`src/hw/rtl/sv32ptw_pkg.sv`:
```
// ----------------------------------------------------------------------------
// sv32ptw_pkg
// Shared types and constants for the Sv32 page table walker.
// ----------------------------------------------------------------------------
package sv32ptw_pkg;

  localparam int unsigned XLEN       = 32;
  localparam int unsigned PPN_W      = 22;
  localparam int unsigned STATUS_W   = 3;
  localparam int unsigned IN_DATA_W  = 64;
  localparam int unsigned OUT_DATA_W = 40;
  localparam int unsigned CFG_IDX_W  = 1;
  localparam int unsigned CFG_DATA_W = 22;

  // Page table entry flag positions
  localparam int unsigned PTE_V = 0;
  localparam int unsigned PTE_R = 1;
  localparam int unsigned PTE_X = 3;

  // Configuration register indexes
  localparam logic [CFG_IDX_W-1:0] CFG_TRANSLATION_ON   = 1'd0;
  localparam logic [CFG_IDX_W-1:0] CFG_ROOT_PAGE_NUMBER = 1'd1;

  // Input word selector
  localparam logic CMD_TRANSLATE = 1'b0;
  localparam logic CMD_RESPONSE  = 1'b1;

  // Result word kind
  localparam logic KIND_READ_REQ = 1'b0;
  localparam logic KIND_DONE     = 1'b1;

  typedef enum logic [STATUS_W-1:0] {
    ST_OK          = 3'd0,
    ST_NOT_SV32    = 3'd1,
    ST_L1_INVALID  = 3'd2,
    ST_L0_INVALID  = 3'd3,
    ST_UNEXPECTED  = 3'd4
  } status_t;

  typedef enum logic [1:0] {
    PH_IDLE    = 2'd0,
    PH_WAIT_L1 = 2'd1,
    PH_WAIT_L0 = 2'd2
  } phase_t;

  typedef struct packed {
    logic            kind;
    logic [XLEN-1:0] address;
    status_t         status;
    logic            superpage;
  } result_t;

endpackage

```
`src/hw/rtl/sv32ptw_walk.sv`:
```
// ----------------------------------------------------------------------------
// sv32ptw_walk
// Walk state (phase, saved virtual address) and the one-step decode of an
// input word into a read request or a finished translation.
// ----------------------------------------------------------------------------
module sv32ptw_walk (
  input  logic                                clk,
  input  logic                                rst_n,
  input  logic                                step_en,
  input  logic                                cmd,
  input  logic [sv32ptw_pkg::XLEN-1:0]        vaddr,
  input  logic [sv32ptw_pkg::XLEN-1:0]        pte,
  input  logic                                translation_on,
  input  logic [sv32ptw_pkg::PPN_W-1:0]       root_pn,
  output sv32ptw_pkg::result_t                res
);

  sv32ptw_pkg::phase_t            phase_r, phase_nxt;
  logic [sv32ptw_pkg::XLEN-1:0]   saved_va_r, saved_va_nxt;
  logic                           pte_valid;
  logic                           pte_leaf;
  logic                           walk_start;

  assign pte_valid  = pte[sv32ptw_pkg::PTE_V];
  assign pte_leaf   = pte[sv32ptw_pkg::PTE_R] | pte[sv32ptw_pkg::PTE_X];
  assign walk_start = (cmd == sv32ptw_pkg::CMD_TRANSLATE) &&
                      (phase_r == sv32ptw_pkg::PH_IDLE) && translation_on;

  // Next phase
  always_comb begin
    phase_nxt = phase_r;
    if (cmd == sv32ptw_pkg::CMD_TRANSLATE) begin
      if (walk_start) begin
        phase_nxt = sv32ptw_pkg::PH_WAIT_L1;
      end
    end else begin
      unique case (phase_r)
        sv32ptw_pkg::PH_WAIT_L1: begin
          if (pte_valid && !pte_leaf) begin
            phase_nxt = sv32ptw_pkg::PH_WAIT_L0;
          end else begin
            phase_nxt = sv32ptw_pkg::PH_IDLE;
          end
        end
        sv32ptw_pkg::PH_WAIT_L0: phase_nxt = sv32ptw_pkg::PH_IDLE;
        default:                 phase_nxt = phase_r;
      endcase
    end
  end

  assign saved_va_nxt = walk_start ? vaddr : saved_va_r;

  // Result word
  always_comb begin
    res.kind      = sv32ptw_pkg::KIND_DONE;
    res.address   = '0;
    res.status    = sv32ptw_pkg::ST_UNEXPECTED;
    res.superpage = 1'b0;
    if (cmd == sv32ptw_pkg::CMD_TRANSLATE) begin
      if (phase_r != sv32ptw_pkg::PH_IDLE) begin
        res.status = sv32ptw_pkg::ST_UNEXPECTED;
      end else if (!translation_on) begin
        res.status = sv32ptw_pkg::ST_NOT_SV32;
      end else begin
        // Level one entry address: root table base plus VPN[1] * 4
        res.kind    = sv32ptw_pkg::KIND_READ_REQ;
        res.status  = sv32ptw_pkg::ST_OK;
        res.address = {root_pn[19:0], vaddr[31:22], 2'b00};
      end
    end else begin
      unique case (phase_r)
        sv32ptw_pkg::PH_WAIT_L1: begin
          if (!pte_valid) begin
            res.status = sv32ptw_pkg::ST_L1_INVALID;
          end else if (pte_leaf) begin
            res.status    = sv32ptw_pkg::ST_OK;
            res.superpage = 1'b1;
            res.address   = {pte[19:10], saved_va_r[21:0]};
          end else begin
            res.kind    = sv32ptw_pkg::KIND_READ_REQ;
            res.status  = sv32ptw_pkg::ST_OK;
            res.address = {pte[29:10], saved_va_r[21:12], 2'b00};
          end
        end
        sv32ptw_pkg::PH_WAIT_L0: begin
          if (!pte_valid) begin
            res.status = sv32ptw_pkg::ST_L0_INVALID;
          end else begin
            res.status  = sv32ptw_pkg::ST_OK;
            res.address = {pte[29:10], saved_va_r[11:0]};
          end
        end
        default: res.status = sv32ptw_pkg::ST_UNEXPECTED;
      endcase
    end
  end

  always_ff @(posedge clk) begin
    if (!rst_n) begin
      phase_r    <= sv32ptw_pkg::PH_IDLE;
      saved_va_r <= '0;
    end else if (step_en) begin
      phase_r    <= phase_nxt;
      saved_va_r <= saved_va_nxt;
    end
  end

  // Level zero is reached only from level one
  a_l0_from_l1: assert property (@(posedge clk) disable iff (!rst_n)
    (phase_r == sv32ptw_pkg::PH_WAIT_L0) && ($past(phase_r) != sv32ptw_pkg::PH_WAIT_L0)
    |-> $past(phase_r) == sv32ptw_pkg::PH_WAIT_L1)
    else $error("walk entered level zero wait without level one");

  // Saved address changes only when a walk starts
  a_va_on_start: assert property (@(posedge clk) disable iff (!rst_n)
    !$stable(saved_va_r) |-> $past(step_en && walk_start))
    else $error("saved virtual address changed outside a walk start");

  // A walk start always issues a read request
  a_start_reads: assert property (@(posedge clk) disable iff (!rst_n)
    step_en && walk_start |-> res.kind == sv32ptw_pkg::KIND_READ_REQ)
    else $error("walk start did not issue a read request");

endmodule

```
`src/hw/rtl/sv32_page_table_walker_unit.sv`:
```
// ----------------------------------------------------------------------------
// sv32_page_table_walker_unit
// Two-level Sv32 page table walker with stream input and result channels.
// ----------------------------------------------------------------------------
// Each input word is either a translate command (in_tuser = 0, virtual
// address in in_tdata[31:0]) or a memory read response (in_tuser = 1, page
// table entry in in_tdata[63:32]). Every input word yields exactly one result
// word: a read request for the next table entry (out_tuser = 0) or a finished
// translation (out_tuser = 1) with a status and a superpage flag. The block
// takes one word per clock while the result stream is not stalled; a word
// accepted is captured in the input register and decoded combinationally, and
// its result word is loaded into the result register once that register is
// free (one input register, one result register, one decode step). A stalled
// result register holds the input stage. Memory latency lives outside, between
// a read request and the response fed back in. Words that do not fit the
// current walk phase return status unexpected and leave the walk untouched.
// Configuration is written through cfg_we/cfg_idx/cfg_wdata while idle:
// index 0 = translation enable, index 1 = root page number.
// ----------------------------------------------------------------------------
module sv32_page_table_walker_unit (
  input  logic                                   clk,
  input  logic                                   rst_n,
  // Configuration write port
  input  logic                                   cfg_we,
  input  logic [sv32ptw_pkg::CFG_IDX_W-1:0]      cfg_idx,
  input  logic [sv32ptw_pkg::CFG_DATA_W-1:0]     cfg_wdata,
  // Input stream
  input  logic                                   in_tvalid,
  output logic                                   in_tready,
  input  logic [sv32ptw_pkg::IN_DATA_W-1:0]      in_tdata,  // [31:0] virtual_address,
                                                            // [63:32] entry_word
  input  logic                                   in_tuser,  // [0] cmd
  // Result stream
  output logic                                   out_tvalid,
  input  logic                                   out_tready,
  output logic [sv32ptw_pkg::OUT_DATA_W-1:0]     out_tdata, // [31:0] address,
                                                            // [34:32] status,
                                                            // [35] superpage,
                                                            // [39:36] zero
  output logic                                   out_tuser  // [0] kind
);

  // Configuration registers
  logic                               trans_on_r;
  logic [sv32ptw_pkg::PPN_W-1:0]      root_pn_r;

  // Input register stage
  logic                               s1_valid_r, s1_valid_nxt;
  logic                               s1_cmd_r;
  logic [sv32ptw_pkg::XLEN-1:0]       s1_va_r;
  logic [sv32ptw_pkg::XLEN-1:0]       s1_pte_r;

  // Result register stage
  logic                               out_valid_r, out_valid_nxt;
  sv32ptw_pkg::result_t               out_res_r;
  sv32ptw_pkg::result_t               step_res;

  logic                               in_fire;
  logic                               out_load;
  logic                               s1_fire;

  // The result register can take a new word when empty or being drained
  assign out_load  = !out_valid_r || out_tready;
  assign s1_fire   = s1_valid_r && out_load;
  assign in_tready = !s1_valid_r || out_load;
  assign in_fire   = in_tvalid && in_tready;

  assign s1_valid_nxt  = in_fire ? 1'b1 : (s1_fire ? 1'b0 : s1_valid_r);
  assign out_valid_nxt = s1_fire ? 1'b1 : (out_tready ? 1'b0 : out_valid_r);

  // Config write: hold the value until the next write
  always_ff @(posedge clk) begin
    if (!rst_n) begin
      trans_on_r <= 1'b0;
      root_pn_r  <= '0;
    end else if (cfg_we) begin
      unique case (cfg_idx)
        sv32ptw_pkg::CFG_TRANSLATION_ON:   trans_on_r <= cfg_wdata[0];
        sv32ptw_pkg::CFG_ROOT_PAGE_NUMBER: root_pn_r  <= cfg_wdata;
        default:                           root_pn_r  <= root_pn_r;
      endcase
    end
  end

  // Input register: capture the word on accept
  always_ff @(posedge clk) begin
    if (!rst_n) begin
      s1_valid_r <= 1'b0;
    end else begin
      s1_valid_r <= s1_valid_nxt;
    end
  end

  always_ff @(posedge clk) begin
    if (in_fire) begin
      s1_cmd_r <= in_tuser;
      s1_va_r  <= in_tdata[31:0];
      s1_pte_r <= in_tdata[63:32];
    end
  end

  // Walk step: advances the walk state when the word moves on
  sv32ptw_walk u_walk (
    .clk            (clk),
    .rst_n          (rst_n),
    .step_en        (s1_fire),
    .cmd            (s1_cmd_r),
    .vaddr          (s1_va_r),
    .pte            (s1_pte_r),
    .translation_on (trans_on_r),
    .root_pn        (root_pn_r),
    .res            (step_res)
  );

  // Result register
  always_ff @(posedge clk) begin
    if (!rst_n) begin
      out_valid_r <= 1'b0;
    end else begin
      out_valid_r <= out_valid_nxt;
    end
  end

  always_ff @(posedge clk) begin
    if (s1_fire) begin
      out_res_r <= step_res;
    end
  end

  assign out_tvalid = out_valid_r;
  assign out_tuser  = out_res_r.kind;
  assign out_tdata  = {4'b0000, out_res_r.superpage, out_res_r.status, out_res_r.address};

  // A read request always carries status ok and no superpage flag
  a_req_ok: assert property (@(posedge clk) disable iff (!rst_n)
    out_valid_r && (out_res_r.kind == sv32ptw_pkg::KIND_READ_REQ)
    |-> (out_res_r.status == sv32ptw_pkg::ST_OK) && !out_res_r.superpage)
    else $error("read request with bad status or superpage");

  // Error results carry a zero address
  a_err_zero: assert property (@(posedge clk) disable iff (!rst_n)
    out_valid_r && (out_res_r.status != sv32ptw_pkg::ST_OK)
    |-> (out_res_r.address == '0) && (out_res_r.kind == sv32ptw_pkg::KIND_DONE))
    else $error("error result with nonzero address");

  // A word in the input stage moves on whenever the result stage frees up
  a_no_stall_loss: assert property (@(posedge clk) disable iff (!rst_n)
    s1_valid_r && out_load |=> out_valid_r)
    else $error("input stage word was not moved to result register");

endmodule
```
`config.mk`:
```
export PLATFORM = sky130hd
export DESIGN_NAME = sv32_page_table_walker_unit
export DESIGN_NICKNAME = d
export VERILOG_FILES = /design/src/hw/rtl/sv32ptw_pkg.sv /design/src/hw/rtl/sv32ptw_walk.sv /design/src/hw/rtl/sv32_page_table_walker_unit.sv
export SDC_FILE = /design/constraint.sdc
export NUM_CORES = 1
export LEC_CHECK = 0
export ABC_AREA = 1
export BUFFER_PORTS_ARGS = -buffer_cell sky130_fd_sc_hd__buf_2
export CORE_MARGIN = 2
export CORE_UTILIZATION = 53
export DETAILED_ROUTE_END_ITERATION = 8
export GPL_TIMING_DRIVEN = 0
export PLACE_DENSITY = 0.79
export SYNTH_ARGS = -nofsm -noshare
export SYNTH_HDL_FRONTEND = slang
export SYNTH_SLANG_ARGS = --single-unit
```
`constraint.sdc`:
```
create_clock -name clk -period 3.33 [get_ports clk]
set_input_delay 0.333 -clock clk [delete_from_list [all_inputs] [get_ports clk]]
set_output_delay 0.333 -clock clk [all_outputs]
set_load 0.02 [all_outputs]
```
==> flow_metrics.env, run 1 <==
export IMPL_syn_cell_area_sq_um=5570
export IMPL_cp_max_fo=10
export IMPL_r2r_setup_slack_ns=1.46
export IMPL_core_area_sq_um=10300
export IMPL_leakage_nw=3.28
export IMPL_worstHoldPathType="input pin to flop"
export IMPL_synth_top_area_share_pct=50.1
export IMPL_seqPwrFrac_pct=48.5
export IMPL_crit_buf_inv=1
export IMPL_io_pins=136
export IMPL_yosysTopAreaCell="edfxtp_1"
export IMPL_maxSlewHeadroom_pct=43.9
export IMPL_antenna_cells=0
export IMPL_post_route_period_util_pct=56.0
export IMPL_dr_pass1_iters=5
export IMPL_p_per_area_nw_per_um2=542
export IMPL_setup_viol=0
export IMPL_overflow=0
export IMPL_synthArstFlopShare_pct=0
export IMPL_vdd_drop_max_uv=487
export IMPL_synth_area_per_cell_sq_um=10.3
export IMPL_final_hold_violation_count=0
export IMPL_grt_pass1_vias=4852
export IMPL_postSynthCellCount=540
export IMPL_drive_above_1_share_pct=27.5
export IMPL_drtIter0Drc=339
export IMPL_std_cell_rows=37
export IMPL_clockBufferDepth=2
export IMPL_finalSetupTns_ns=0
export IMPL_synth_most_common_cell="nand2_1"
export IMPL_cts_resized=0
export IMPL_dieHeight_um=107
export IMPL_wl_per_cell_um=16.3
export IMPL_startpoint_type="flop"
export IMPL_placed_cells=801
export IMPL_antenna_found_initial=0
export IMPL_clk_latency_ns=0.53
export IMPL_rsz0062_at_grt="no"
export IMPL_crit_chain="inv_1, ha_1, nand3_1, nor2_4, o21ai_0, o21ai_1"
export IMPL_maxCapViolations=0
export IMPL_design_area_sq_um=7540
export IMPL_cp_end_kind="flop"
export IMPL_ys_warn_count=0
export IMPL_fillers=716
export IMPL_min_period_ns=1.87
export IMPL_grt_max_degree=35
export IMPL_finalMaxSlewViolations=0
export IMPL_num_nets_final=836
export IMPL_clkPwrFrac_pct=43.9
export IMPL_synth_seq_area_share_pct=67.0
export IMPL_fin_skew_ns=0.00712
export IMPL_drtAntennaViolNets=0
export IMPL_initial_utilization_pct=54.2
export IMPL_ys_types=28
export IMPL_grt_pass1_wl_um=23200
export IMPL_drt_total_wl_um=14500
export IMPL_power_switching_mw=0.943
export IMPL_slowest_delay_ns=0.35
export IMPL_area_growth_synth_to_final_pct=35.2
export IMPL_stdcell_count=889
export IMPL_arrival_ns=2.23
export IMPL_crit_family="simple AND/OR/NAND/NOR gates"
export IMPL_die_w_um=107
export IMPL_synth_top_cells_by_area="edfxtp_1 (50%), dfxtp_1 (17%), nand2_1 (9.4%)"
export IMPL_slowest_stage="dfxtp_1"
export IMPL_drc=0
export IMPL_dpl_hpwl_um=8950
export IMPL_dieArea_sq_um=11400
export IMPL_grt_usage_pct=27.3
export IMPL_p_comb_share_pct=7.6
export IMPL_ys_seq_elements=140
export IMPL_cts_tree="done"
export IMPL_cts_root_buf="clkbuf_8"
export IMPL_synth_common_cells="nand2_1 (139), edfxtp_1 (93), nor2_1 (71)"
export IMPL_swShare_pct=23.1
export IMPL_worst_pin_slew_ns=0.839
export IMPL_place_area_sq_um=6410
export IMPL_gp_congestion=0.914
export IMPL_vias=4609
export IMPL_synthFlopType="edfxtp_1"
export IMPL_cts_sinks=140
export IMPL_htree_levels=4
export IMPL_cts_inserted_buffers=17
export IMPL_p_int_mw=3.14
export IMPL_clk_pin_slew_ns=0.06
export IMPL_vias_per_cell=5.18
export IMPL_status="finished, final reports clean"
export IMPL_port_buffers=120
export IMPL_path_class="flop to flop"
export IMPL_fmax_ghz=0.536
export IMPL_synth_edf_count=93
export IMPL_worstPathRequired_ns=3.70
==> power by group through the flow <==
| stage | Clock (mW) | Sequential (mW) | Combinational (mW) |
|---|---|---|---|
| after floorplan | 0 | 2.04 | 0.111 |
| after global placement | 0 | 2.02 | 0.233 |
| after detailed placement | 0 | 2.02 | 0.251 |
| after CTS | 1.79 | 1.98 | 0.305 |
| after global routing | 1.88 | 1.99 | 0.339 |
| final | 1.79 | 1.98 | 0.311 |
==> flip-flops by register name, indices dropped and copies added, names as in the netlist, 2 cells and up <==
| register | flops |
|---|---|
| out_tdata | 36 |
| s1_va_r | 32 |
| s1_pte_r | 23 |
| u_walk.saved_va_r | 22 |
| root_pn_r | 20 |
| u_walk.phase_r | 2 |
==> cells in the final DEF, fill, tap and decap left out, types with 2 or more instances in the layout <==
master and count:
buf_2 132, clkinvlp_4 4, conb_1 4, o21ai_1 22, nand2_1 139, inv_6 2, nor2_1 71, a21oi_1 13
edfxtp_1 93, nor2_4 2, buf_6 4, clkinv_4 2, inv_1 21, nand3_1 24, clkbuf_1 7, clkinv_2 4
clkbuf_16 16, ha_1 3, dlygate4sd3_1 56, inv_2 5, nor2_2 20, o21ai_0 40, dfxtp_1 47, bufinv_16 2
a21oi_2 2, buf_4 5
==> path summary, 6_finish.rpt <==
path / start / endpoint / cells past startpoint
max: u_walk.phase_r[0]$_SDFFE_PN0P_ / out_tdata[31]$_DFFE_PP_ / 6
min reg2reg: s1_va_r[1]$_DFFE_PP_ / u_walk.saved_va_r[1]$_SDFFE_PN0P_ / 2
min: cfg_wdata[5] / root_pn_r[5]$_SDFFE_PN0P_ / 3
max reg2reg: u_walk.phase_r[0]$_SDFFE_PN0P_ / out_tdata[31]$_DFFE_PP_ / 6
==> metrics by stage <==
step / power (mW) / worst slack (ns) / utilization, % / hold WS (ns)
global route: 4.21 / 1.36 / 73.4 / 0.0609
finish: 4.09 / 1.46 / 73.4 / 0.0556
CTS: 4.07 / 1.56 / 73.4 / 0.0485
floorplan: 2.15 / 0.365 / - / 0.432
detailed placement: 2.27 / 1.59 / 62.4 / 0.458
global placement: 2.25 / -0.690 / 61.8 / 0.459
==> worst register-to-register path: stages, from the launching register on <==
cell and delay [ns]:
dfxtp_1 0.35, inv_1 0.08, ha_1 0.30, nand3_1 0.26, nor2_4 0.32, o21ai_0 0.17, o21ai_1 0.21
==> cells by family after synthesis <==
group	after synthesis	synth area share, %
AND/OR/NAND/NOR	260	19.8
flip-flops	140	67.0
adder cells (fa/ha/maj)	3	0.673
other	1	0.0673
buffers and inverters	55	4.89
AO/OA/AOI/OAI	81	7.56
==> area by class of cell <==
type | count | area [sq um] | area share [%]
sequential | 140 | 3730 | 49.5
inverter | 27 | 104 | 1.38
clock buffer | 18 | 418 | 5.54
buffer | 28 | 169 | 2.24
tap | 136 | 170 | 2.26
multi-input combinational | 348 | 1590 | 21.1
timing repair buffer | 178 | 1210 | 16.0
clock inverter | 14 | 145 | 1.93
==> metal layers <==
metal / global-route usage (%) / up-vias / part of all wire, %
met2: 47.2 / 188 / 51
met1: 30.7 / 2165 / 38
li1: - / 2194 / -
met5: 0 / - / 0
met4: 15.9 / 0 / 5.0
met3: 6.87 / 62 / 5.7
==> what timing repair did <==
action	CTS	global route
hold buffers	56	0
endpoints found under the hold margin	56	0
setup buffers	0	0
Note: power is estimated with default switching activity, not from simulation.
==> run 2, diff against run 1 <==
--- a/config.mk
+++ b/config.mk
@@ -8,10 +8,10 @@
 export ABC_AREA = 1
 export BUFFER_PORTS_ARGS = -buffer_cell sky130_fd_sc_hd__buf_2
 export CORE_MARGIN = 2
-export CORE_UTILIZATION = 53
+export CORE_UTILIZATION = 48
 export DETAILED_ROUTE_END_ITERATION = 8
 export GPL_TIMING_DRIVEN = 0
-export PLACE_DENSITY = 0.79
+export PLACE_DENSITY = 0.76
 export SYNTH_ARGS = -nofsm -noshare
 export SYNTH_HDL_FRONTEND = slang
 export SYNTH_SLANG_ARGS = --single-unit
==> constraint.sdc (replaced) <==
create_clock -name clk -period 1.69 [get_ports clk]
set_input_delay 0.169 -clock clk [delete_from_list [all_inputs] [get_ports clk]]
set_output_delay 0.169 -clock clk [all_outputs]
set_load 0.02 [all_outputs]
==> run 2 against run 1 <==
Setup slack lost 1.4 ns; wire length shrank 1.9%; hold slack lost 0.050 ns; flip-flop and latch count is the same; cell area grew 1.4%; utilization shrank 6.1 points; highest routed layer unchanged.
==> flow_metrics.env, run 2 (synthesis gave the netlist of run 1 again) <==
export IMPL_status="finished, final reports clean"
export IMPL_dpl_hpwl_um=9010
export IMPL_core_area_sq_um=11400
export IMPL_wl_per_cell_um=15.7
export IMPL_path_class="flop to flop"
export IMPL_final_hold_violation_count=0
export IMPL_drt_met1_wl_um=5440
export IMPL_grt_pass1_wl_um=21900
export IMPL_worstHoldPathType="input pin to flop"
export IMPL_drive_above_1_share_pct=29.6
export IMPL_cp_max_fo=10
export IMPL_design_area_sq_um=7640
export IMPL_vdd_drop_max_uv=685
export IMPL_fin_skew_ns=0.00863
export IMPL_clockBufferDepth=2
export IMPL_gp_congestion=0.903
export IMPL_io_pins=136
export IMPL_dieArea_sq_um=12500
export IMPL_grt_usage_pct=23.1
export IMPL_startpoint="u_walk.phase_r[1]$_SDFFE_PN0P_"
export IMPL_startpoint_type="flop"
export IMPL_finalMaxSlewViolations=0
export IMPL_vias=4590
export IMPL_dr_pass1_iters=5
export IMPL_area_growth_synth_to_final_pct=37.1
export IMPL_clk_latency_ns=0.42
export IMPL_hp_start="cfg_wdata[16]"
export IMPL_cts_root_buf="clkbuf_16"
export IMPL_setup_viol=0
export IMPL_grt_pass1_vias=4483
export IMPL_fmax_ghz=0.610
export IMPL_largest_register_ffs=36
export IMPL_clk_pin_slew_ns=0.06
export IMPL_num_nets_final=841
export IMPL_min_period_ns=1.64
export IMPL_dieHeight_um=112
export IMPL_worst_pin_slew_ns=0.603
export IMPL_grt_max_degree=29
export IMPL_drc=0
export IMPL_maxCapViolations=0
export IMPL_p_per_area_nw_per_um2=1050
export IMPL_overflow=0
export IMPL_final_common_cell="nand2_1"
export IMPL_post_route_period_util_pct=97.1
export IMPL_rsz0062_at_grt="yes"
export IMPL_maxSlewHeadroom_pct=59.7
export IMPL_cts_sinks=140
export IMPL_maxUsedRoutingLayer="met4"
export IMPL_cp_end_kind="flop"
export IMPL_std_cell_rows=39
export IMPL_drtIter0Drc=479
export IMPL_cts_inserted_buffers=17
export IMPL_worst_slack_ns=0.0494
export IMPL_initial_utilization_pct=49.0
export IMPL_antenna_found_initial=1
export IMPL_met2_length_um=7130
export IMPL_met3_length_um=1100
export IMPL_leakage_nw=3.28
export IMPL_place_area_sq_um=6410
export IMPL_worstPathRequired_ns=1.85
export IMPL_die_w_um=112
export IMPL_regToRegStartpoint="u_walk.phase_r[1]$_SDFFE_PN0P_"
export IMPL_htree_levels=4
export IMPL_port_buffers=120
export IMPL_vias_per_cell=5.09
export IMPL_drt_total_wl_um=14200
export IMPL_cts_tree="done"
export IMPL_post_place_ws_ns=-0.542
export IMPL_final_cell_mix="nand2_1 (132), buf_2 (128), edfxtp_1 (93)"
export IMPL_arrival_ns=1.80
export IMPL_drtAntennaViolNets=0
run 2: what timing repair did:
action / 4_1_cts / 5_1_grt
gates cloned: 1 / 2
setup endpoints to repair: 64 / 53
setup buffers: 1 / 2
endpoints found under the hold margin: 56 / 0
hold buffers: 56 / 0
resized for setup: 4 / 22
pin swaps: 0 / 1
run 2: layer usage:
layer | track usage [%] | up-vias
met5 | 0 | -
met2 | 40.2 | 246
met3 | 5.99 | 45
met1 | 26.5 | 2094
li1 | - | 2205
met4 | 11.1 | 0
run 2: metrics by stage:
stage | TNS [ns] | hold slack (ns) | util [%] | power [mW] | cells
detailed placement | -30.11 | 0.347 | 56.4 | 4.47 | 807
finish | 0 | 0.00551 | 67.2 | 8.01 | 902
floorplan | -21.26 | 0.268 | - | 4.24 | 543
global placement | -48.12 | 0.347 | 56.1 | 4.44 | 806
global route | -0.0477 | 0.0105 | 67.2 | 8.27 | 902
CTS | 0 | 0.00143 | 66.5 | 8.00 | 897
run 2: worst max-delay path, cell delays in order, from the launching register on:
cell	delay [ns]
dfxtp_2	0.33
inv_1	0.06
ha_1	0.19
buf_4	0.17
inv_2	0.07
nor2_1	0.05
clkbuf_4	0.20
o21ai_1	0.19
o21ai_1	0.12
run 2: layout make-up:
class	count	area (sq um)
diodes	1	2.50
multi-input cells	349	1650
inverters	27	108
clock buffers	18	439
repair inverters	2	15.0
fillers	790	3720
clock inverters	14	121
well taps	143	179
plain buffers	28	179
flip-flops and latches	140	3740
repair buffers	180	1210
run 2: worst paths after layout:
path | end | slack [ns] | depth (start not counted)
worst max-delay path | out_tdata[24]$_DFFE_PP_ | 0.05 | 8
worst min-delay path | root_pn_r[16]$_SDFFE_PN0P_ | 0.006 | 3
worst max register to register | out_tdata[24]$_DFFE_PP_ | 0.05 | 8
worst min register to register | u_walk.saved_va_r[10]$_SDFFE_PN0P_ | 0.49 | 2
run 2: power breakdown:
group | switching, mW | internal (mW)
Sequential | 0.0779 | 3.83
Combinational | 0.355 | 0.272
Clock | 1.42 | 2.06
Total | 1.86 | 6.16
